===== src/hw/rtl/pct_pkg.sv =====
// ----------------------------------------------------------------------------
// pct_pkg: shared types and constants for the prefix count tree
// Command codes, controller states, field widths and the memory control group.
// ----------------------------------------------------------------------------
package pct_pkg;

  // Field widths of the command, result and configuration ports.
  localparam int COMMAND_W    = 2;
  localparam int POSITION_W   = 13;
  localparam int TABLE_SIZE_W = 13;
  localparam int COUNT_W      = 36;
  localparam int NODE_W       = 32;

  // Default number of tree nodes and the table size after reset.
  localparam int                  DEFAULT_MAX_POSITIONS = 4096;
  localparam logic [TABLE_SIZE_W-1:0] TABLE_SIZE_RESET  = 13'd4096;

  // Command codes.
  typedef enum logic [COMMAND_W-1:0] {
    CMD_ADD   = 2'd0,
    CMD_BELOW = 2'd1,
    CMD_UPTO  = 2'd2,
    CMD_CLEAR = 2'd3
  } pct_cmd_t;

  // Controller states.
  typedef enum logic [1:0] {
    ST_IDLE  = 2'd0,
    ST_ADD   = 2'd1,
    ST_QUERY = 2'd2,
    ST_CLEAR = 2'd3
  } pct_state_t;

  // Enables for the node memory ports.
  typedef struct packed {
    logic wr_en;
    logic rd_en;
  } pct_mem_ctl_t;

endpackage


===== src/hw/rtl/pct_ctrl.sv =====
// ----------------------------------------------------------------------------
// pct_ctrl: tree walk controller
// Walks the tree one node per cycle with reads issued ahead of write-back,
// accumulates query sums and sweeps the memory on clear and after reset.
// ----------------------------------------------------------------------------
module pct_ctrl
  import pct_pkg::*;
#(
  parameter int MAX_POSITIONS = DEFAULT_MAX_POSITIONS,
  parameter int AW            = $clog2(DEFAULT_MAX_POSITIONS)
) (
  input  logic                    clk,
  input  logic                    rst_n,
  input  logic                    start,
  output logic                    busy,
  input  logic [COMMAND_W-1:0]    in_command,
  input  logic [POSITION_W-1:0]   in_position,
  input  logic [TABLE_SIZE_W-1:0] table_size,
  output logic                    out_strobe,
  output logic [COUNT_W-1:0]      out_count,
  output pct_mem_ctl_t            mem_ctl,
  output logic [AW-1:0]           mem_waddr,
  output logic [NODE_W-1:0]       mem_wdata,
  output logic [AW-1:0]           mem_raddr,
  input  logic [NODE_W-1:0]       mem_rdata
);

  // Node numbers need room for the table size and for one climb step past it.
  localparam int KBITS = $clog2(MAX_POSITIONS + 1);
  localparam int NW    = (KBITS > POSITION_W) ? KBITS + 1 : POSITION_W + 1;

  localparam logic [NW-1:0] MAX_NODES = NW'(MAX_POSITIONS);
  localparam logic [AW-1:0] LAST_ADDR = AW'(MAX_POSITIONS - 1);

  pct_state_t         state_r, state_nxt;
  logic [NW-1:0]      k_r, k_nxt;
  logic [NW-1:0]      n_r, n_nxt;
  logic               rd_pend_r, rd_pend_nxt;
  logic [AW-1:0]      prev_addr_r, prev_addr_nxt;
  logic [COUNT_W-1:0] acc_r, acc_nxt;
  logic [AW-1:0]      clr_addr_r, clr_addr_nxt;
  logic               out_strobe_r, out_strobe_nxt;
  logic [COUNT_W-1:0] out_count_r, out_count_nxt;

  pct_cmd_t      cmd;
  logic [NW-1:0] pos_ext;
  logic [NW-1:0] n_cur;
  logic [NW-1:0] low_bit;
  logic [AW-1:0] node_addr;
  logic          issue;
  logic          walk_done;

  assign cmd     = pct_cmd_t'(in_command);
  assign pos_ext = NW'(in_position);

  // Active node count: table size limited to the memory depth.
  assign n_cur = (NW'(table_size) > MAX_NODES) ? MAX_NODES : NW'(table_size);

  // Lowest set bit of the current node number and its memory address.
  assign low_bit   = k_r & NW'(~k_r + NW'(1));
  assign node_addr = AW'(k_r - NW'(1));

  // A node is read while the walk still has a node in range.
  assign issue = (k_r != '0) &&
                 ((state_r == ST_QUERY) || ((state_r == ST_ADD) && (k_r <= n_r)));
  assign walk_done = !issue && !rd_pend_r;

  // Next state.
  always_comb begin
    state_nxt = state_r;
    unique case (state_r)
      ST_IDLE: begin
        if (start) begin
          unique case (cmd)
            CMD_ADD:   state_nxt = ST_ADD;
            CMD_BELOW: state_nxt = ST_QUERY;
            CMD_UPTO:  state_nxt = ST_QUERY;
            CMD_CLEAR: state_nxt = ST_CLEAR;
            default:   state_nxt = ST_IDLE;
          endcase
        end
      end
      ST_ADD: begin
        if (walk_done) begin
          state_nxt = ST_IDLE;
        end
      end
      ST_QUERY: begin
        if (walk_done) begin
          state_nxt = ST_IDLE;
        end
      end
      ST_CLEAR: begin
        if (clr_addr_r == LAST_ADDR) begin
          state_nxt = ST_IDLE;
        end
      end
      default: state_nxt = ST_IDLE;
    endcase
  end

  // Outputs toward the command port and the memory.
  always_comb begin
    busy           = (state_r != ST_IDLE);
    mem_ctl.rd_en  = issue;
    mem_ctl.wr_en  = (state_r == ST_CLEAR) || ((state_r == ST_ADD) && rd_pend_r);
    mem_raddr      = node_addr;
    if (state_r == ST_CLEAR) begin
      mem_waddr = clr_addr_r;
      mem_wdata = '0;
    end else begin
      mem_waddr = prev_addr_r;
      mem_wdata = mem_rdata + NODE_W'(1);
    end
  end

  // Walk datapath: node number, pending read, sum and clear sweep.
  always_comb begin
    k_nxt          = k_r;
    n_nxt          = n_r;
    rd_pend_nxt    = issue;
    prev_addr_nxt  = issue ? node_addr : prev_addr_r;
    acc_nxt        = acc_r;
    clr_addr_nxt   = clr_addr_r;
    out_strobe_nxt = 1'b0;
    out_count_nxt  = out_count_r;
    unique case (state_r)
      ST_IDLE: begin
        if (start) begin
          n_nxt        = n_cur;
          acc_nxt      = '0;
          clr_addr_nxt = '0;
          unique case (cmd)
            CMD_ADD:   k_nxt = pos_ext + NW'(1);
            CMD_BELOW: k_nxt = (pos_ext > n_cur) ? n_cur : pos_ext;
            CMD_UPTO:  k_nxt = (pos_ext >= n_cur) ? n_cur : pos_ext + NW'(1);
            CMD_CLEAR: k_nxt = '0;
            default:   k_nxt = '0;
          endcase
        end
      end
      ST_ADD: begin
        if (issue) begin
          k_nxt = k_r + low_bit;
        end
      end
      ST_QUERY: begin
        if (issue) begin
          k_nxt = k_r - low_bit;
        end
        if (rd_pend_r) begin
          acc_nxt = acc_r + COUNT_W'(mem_rdata);
        end
        if (walk_done) begin
          out_strobe_nxt = 1'b1;
          out_count_nxt  = acc_r;
        end
      end
      ST_CLEAR: begin
        clr_addr_nxt = clr_addr_r + AW'(1);
      end
      default: begin
        k_nxt = k_r;
      end
    endcase
  end

  // Control registers; the memory is swept clean after reset.
  always_ff @(posedge clk) begin
    if (!rst_n) begin
      state_r      <= ST_CLEAR;
      clr_addr_r   <= '0;
      rd_pend_r    <= 1'b0;
      out_strobe_r <= 1'b0;
    end else begin
      state_r      <= state_nxt;
      clr_addr_r   <= clr_addr_nxt;
      rd_pend_r    <= rd_pend_nxt;
      out_strobe_r <= out_strobe_nxt;
    end
  end

  // Payload registers.
  always_ff @(posedge clk) begin
    k_r         <= k_nxt;
    n_r         <= n_nxt;
    prev_addr_r <= prev_addr_nxt;
    acc_r       <= acc_nxt;
    out_count_r <= out_count_nxt;
  end

  assign out_strobe = out_strobe_r;
  assign out_count  = out_count_r;

endmodule


===== config.mk =====
export PLATFORM = sky130hd
export DESIGN_NAME = pct_ctrl
export DESIGN_NICKNAME = d
export VERILOG_FILES = /design/src/hw/rtl/pct_pkg.sv /design/src/hw/rtl/pct_ctrl.sv
export SDC_FILE = /design/constraint.sdc
export NUM_CORES = 1
export LEC_CHECK = 0
export ABC_AREA = 1
export BUFFER_PORTS_ARGS = -buffer_cell sky130_fd_sc_hd__buf_2
export CAP_MARGIN = 20
export CORE_ASPECT_RATIO = 1.4
export CORE_MARGIN = 2
export CORE_UTILIZATION = 40
export CTS_BUF_LIST = sky130_fd_sc_hd__clkbuf_2 sky130_fd_sc_hd__clkbuf_4 sky130_fd_sc_hd__clkbuf_8
export DETAILED_ROUTE_END_ITERATION = 12
export PLACE_DENSITY = 0.62
export SETUP_SLACK_MARGIN = 0.15
export SLEW_MARGIN = 20
export SYNTH_ARGS = -nofsm -noshare
export SYNTH_HDL_FRONTEND = slang
export SYNTH_SLANG_ARGS = --single-unit

===== constraint.sdc =====
create_clock -name clk -period 10.4 [get_ports clk]
set_input_delay 1.04 -clock clk [delete_from_list [all_inputs] [get_ports clk]]
set_output_delay 1.04 -clock clk [all_outputs]
set_load 0.05 [all_outputs]

* Word-level counts from Yosys, hierarchy flattened
Index checks and enable logic that the tools add are counted.
W data, S select, Z words.
** Storage, ports and cells
- Output and inout port bits :: 96
- Bits in registers :: 128
- Bits of input ports :: 63
** Cells by class
- Multiplexer cells :: 21
- Reductions and logical operators :: 24
- Equality and inequality tests :: 13
- Magnitude comparators :: 4
- Add/subtract/negate cells :: 8
- Bitwise logic cells :: 2
** Operators by type and width (count)
- $mux W36 :: 2
- $pmux W36 S2 :: 1
- $mux W14 :: 4
- $pmux W14 S4 :: 1
- $pmux W14 S3 :: 1
- $add A36 B32 Y36 :: 1
- $add A32 B1 Y32 const B :: 1
- $mux W32 :: 1
- $mux W13 :: 2
- $mux W12 :: 2
- $pmux W12 S2 :: 1
- $add A13 B1 Y14 const B :: 1
- $add A14 B1 Y14 const B :: 1
- $add A14 B14 Y14 :: 1
- $and A14 B14 Y14 :: 1
- $le A14 B14 Y1 :: 1
- $not A14 Y14 :: 1
- $reduce_bool A14 Y1 :: 1
- $sub A14 B14 Y14 :: 1
- $ge A13 B13 Y1 :: 1
- $gt A13 B13 Y1 :: 1
- $gt A13 B13 Y1 const B :: 1
- $add A12 B1 Y12 const B :: 1
- $eq A12 B12 Y1 const B :: 1
- other kinds (18) :: 42

* Longest topological paths before layout
- Depth after elaboration :: 8
- Gate-level depth with buffers :: 23
- Mapped depth without buffers :: 23

* Least setup slack after synthesis
No wires, ideal clock.
- Path kind :: reg-to-reg
- From :: register k_r[0]
- To :: register out_count_r[0] (netlist: out_count[0]), enable pin
- Period minus slack after synthesis :: 4.555 ns
- Data arrival time :: 4.081 ns
- Buffers on the path :: 0
- Stages on the path, launching flop included :: 7
- Path slack :: 5.845 ns
- Path through :: edfxtp_1 inv_1 ha_1 nand2_1 nor2_1 nand4_1 nor3_1
** Between the ends
- Word-level cells in the longest chain between the ends :: 7
- Elaborated cells on any way between the ends :: 8
- Those cells by class :: order compare (1); reduce/logical (7)
** RTL lines
- from (decl) :: line pct_ctrl.sv:36 : logic [NW-1:0] k_r, k_nxt;
- from (signal assigned) :: line pct_ctrl.sv:185 : k_r <= k_nxt;
- $le A14 B14 Y1 :: line pct_ctrl.sv:65 : ((state_r == ST_QUERY) || ((state_r == ST_ADD) && (k_r <= n_r)));
- $logic_and A1 B1 Y1 :: line pct_ctrl.sv:65
- $logic_or A1 B1 Y1 :: line pct_ctrl.sv:65
- $logic_and A1 B1 Y1 (*) :: line pct_ctrl.sv:64 : assign issue = (k_r != '0) &&
- $logic_not A1 Y1 (*) :: line pct_ctrl.sv:66 : assign walk_done = !issue && !rd_pend_r;
- $logic_and A1 B1 Y1 (*) :: line pct_ctrl.sv:66
- $reduce_and A2 Y1 (no source line) (*)
- to (signal assigned) :: line pct_ctrl.sv:189 : out_count_r <= out_count_nxt;
- to (decl) :: line pct_ctrl.sv:43 : logic [COUNT_W-1:0] out_count_r, out_count_nxt;
Mark *: on every way between the ends. The rest lies on a longest branch, timed or not.
A chain may end at the register's enable or synchronous reset.

==> run_results.csv <==
group,metric,value,unit
place,port-buffer-count,158,
yosys,synth_xor_xnor_area_share,0.03245,
critical_path,rrSetupSlack,6.76,ns
critical_path,startpoint_type,"flip-flop",
yosys,synth_cell_types,48,
finish,area_growth,15.73,%
clock_tree,htree_levels,4,
sta,setup_viol,0,
drt,drc,0,
drt,vias,9911,
global_routing,grt_pass1_vias,9682,
global_routing,grt_max_degree,38,
drt,drtAntennaViolNets,0,
yosys,yosysTopAreaCellShare,0.3250,
drt,wl_met2,16890,um
drt,wl_met1,12060,um
critical_path,timing.rr.start,"k_r[0]",
sta,hold_viol,0,
critical_path,critical_path_class,"flip-flop to output port",
yosys,syn_inst,1394,
finish,fillers,2611,
sta,finalClockSkew,0.01651,ns
yosys,synthFlopType,"edfxtp_1",
place,dp_cells,1857,
worst_hold_path,min_path_type,"flip-flop to flip-flop",
critical_path,critPathTopFamily,"simple AND/OR/NAND/NOR gates",
sta,period_share,0.4063,
yosys,synth_area,10260,um^2
place,gp_congestion,0.9699,
yosys,synthSimpleGateAreaFrac,0.2752,
finish,final_nets,1708,
yosys,synthArstFlopShare,0,
clock_tree,clk_latency,0.48,ns
worst_hold_path,hold_depth,0,
critical_path,rr_worst_depth,20,
critical_path,crit_required,9.36,ns
die,die_w,139.3,um
yosys,synth_top_family_by_area,"simple AND/OR/NAND/NOR gates",
drt,avgRoutedWirePerCell,16.86,um
sta,hold_slack,0.4589,ns
clock_tree,cts_resized,0,
yosys,synth_compound_area_frac,0.1479,
clock_tree,cts_tree,"done",
critical_path,worstPathMaxFanout,13,
clock_tree,clk_path_buf_depth,2,
clock_tree,cts_sinks,127,
die,die_h,193.5,um
clock_tree,cts_setup_buffers,0,
sta,fin_crit,4.226,ns
power_and_ir_drop,p_total,0.001190,W
yosys,ys_seq_area_frac,0.3562,
drt,routed.top_layer,"met4",
global_routing,grt_use_total,0.2364,
critical_path,crit_buf_inv,3,
yosys,yosysMostFrequentCell,"nand2_1",
die,io_pins,159,
sta,tightest_slew,0.6820,ns
yosys,syn-num-nets,1545,
die,num_rows,69,
finish,antenna_cells,0,
worst_hold_path,holdPathEnd,"out_count[5]",
yosys,synth_seq_cells,127,
yosys,ys_top_cells_by_count,"311 x nand2_1, 189 x inv_1, 158 x nor2_1, 148 x a21oi_1, 111 x edfxtp_1",
yosys,synth_mux_area_frac,0,
critical_path,critPathMaxStageDelay,0.56,ns
sta,drv_slew,0,
drt,met3_length,1316,um
yosys,avgSynthCellArea,7.357,um^2
sta,rsz0062_at_grt,"no",
yosys,synth.area.top_cells,"edfxtp_1 32%, nand2_1 11%, ha_1 11%",
yosys,synth-edff-count,111,
drt,wirelength,31850,um
place,dp_hpwl,25550,um
sta,fmax,0.2366,GHz
yosys,synth_top_area_cell,"edfxtp_1",
power_and_ir_drop,leakagePower,5.490,nW
clock_tree,postCtsHoldBufs,0,
drt,dr.pass1.iters,6,
global_routing,grt_pass1_wl,50400,um
run_status,status,"finished clean",
power_and_ir_drop,peakVddDrop,0.07446,mV
clock_tree,clockRootBuffer,"clkbuf_8",
sta,maxSlewHeadroom,0.5448,
die,start_util,0.4055,
critical_path,worstSetupEndpointType,"output port",
die,die-area,26950,um^2
global_routing,antenna_found_initial,0,
sta,layout_setup_ws,6.174,ns
sta,tns,0,ns
drt,dr.first_iter.drc_count,479,
global_routing,overflow,0,
worst_hold_path,worstHoldStart,"acc_r[5]",
clock_tree,clk_pin_slew,0.08,ns
critical_path,worstPathCellList,"ha_1, nand2_1, inv_1, nand3_1, nor2_1, nand4_1, nand2_1, nand2_1, nand2_1, nand2_1, inv_1, buf_2",
die,core,25300,um^2
flow_run,cap_violations,0,
finish,drive_above_1_share,0.1516,
drt,via_per_inst,5.247,
critical_path,path_common_cell,"nand2_1",
yosys,yosysWarnings,0,
critical_path,slowest_stage,"edfxtp_1",
clock_tree,cts_buffers,17,
place,place_worst_setup_slack,6.356,ns
finish,final_cells,1889,
critical_path,r2r_end,"k_r[13]",
power_and_ir_drop,powerDensity,100.3,nW/um^2
critical_path,cp.arrival,3.19,ns
yosys,synth_fa_ha_area_frac,0.1081,
## per-stage QoR
step / cell area (um^2) / utilization
6_report: 11870 / 0.4692
2_1_floorplan: 10260 / -
5_1_grt: 11870 / 0.4692
3_5_place_dp: 11430 / 0.4517
3_3_place_gp: 11420 / 0.4515
4_1_cts: 11870 / 0.4692
## report_power, final
part           leakage, nW  internal [W]  switching (W)  total [W]
combinational         4.13     0.0000474       0.000103   0.000150
sequential            1.15      0.000549     0.00000111   0.000550
clock                0.215      0.000264       0.000226   0.000490
total                 5.49      0.000860       0.000330    0.00119
## cell families after synthesis
logic type               after synthesis
adder cells (fa/ha/maj)               88
AND/OR/NAND/NOR                      646
XOR/XNOR                              38
buffers and inverters                216
AO/OA/AOI/OAI                        279
flip-flops                           127
## worst max path at each step
stage / start / endpoint / slack [ns] / depth (start not counted)
detailed placement: table_size[8] / k_r[12] / 6.36 / 14
floorplan: k_r[0] / out_count[0] / 5.84 / 6
CTS: k_r[0] / mem_ctl[0] / 6.14 / 8
finish: k_r[9] / mem_ctl[0] / 6.17 / 12
global route: k_r[9] / mem_ctl[0] / 5.99 / 12
global placement: table_size[8] / k_r[11] / 6.16 / 15
## layer usage
layer  GRT usage  vias up
li1            -     5023
met1      0.2475     4484
met5           0        -
met4      0.1223        0
met2      0.4484      316
met3     0.03738       88
## registers in the layout, summed over array words and instances (netlist names)
| signal | cells |
|---|---|
| n_r | 13 |
| out_count | 36 |
| clr_addr_r | 12 |
| prev_addr_r | 12 |
| state_r | 2 |
| out_strobe | 1 |
| rd_pend_r | 1 |
| k_r | 14 |
| acc_r | 36 |
## cell usage in the layout (no fill, tap or decap), types with 3 or more instances in the layout
master / instances
o21ai_1: 5
inv_6: 4
nand3_1: 76
inv_2: 4
dfxtp_1: 16
nand2_2: 7
clkinv_4: 4
clkbuf_8: 17
bufinv_16: 4
buf_4: 7
and3_1: 3
inv_1: 189
o21a_1: 13
nand4_1: 25
nor3_1: 27
a31oi_1: 6
a211oi_1: 5
xnor2_1: 9
edfxtp_1: 111
a21oi_1: 147
nor2_2: 11
nor2_4: 3
nor2_1: 158
o21bai_1: 9
nor4_1: 6
nand2_1: 311
nor3_2: 3
buf_2: 159
ha_1: 87
nand3_2: 3
o21ai_0: 76
xor2_1: 29
o22ai_1: 3
a21o_1: 7
## area by class of cell
| type | count | area (um^2) | share of cell area |
|---|---|---|---|
| inverters | 194 | 728.2 | 0.06135 |
| flip-flops and latches | 127 | 3654 | 0.3078 |
| clock buffers | 17 | 234.0 | 0.01971 |
| well taps | 319 | 399.1 | 0.03363 |
| multi-input cells | 1051 | 5797 | 0.4884 |
| clock inverters | 15 | 209.0 | 0.01760 |
| repair buffers | 166 | 848.3 | 0.07147 |
Power figures use the tool's default switching activity.
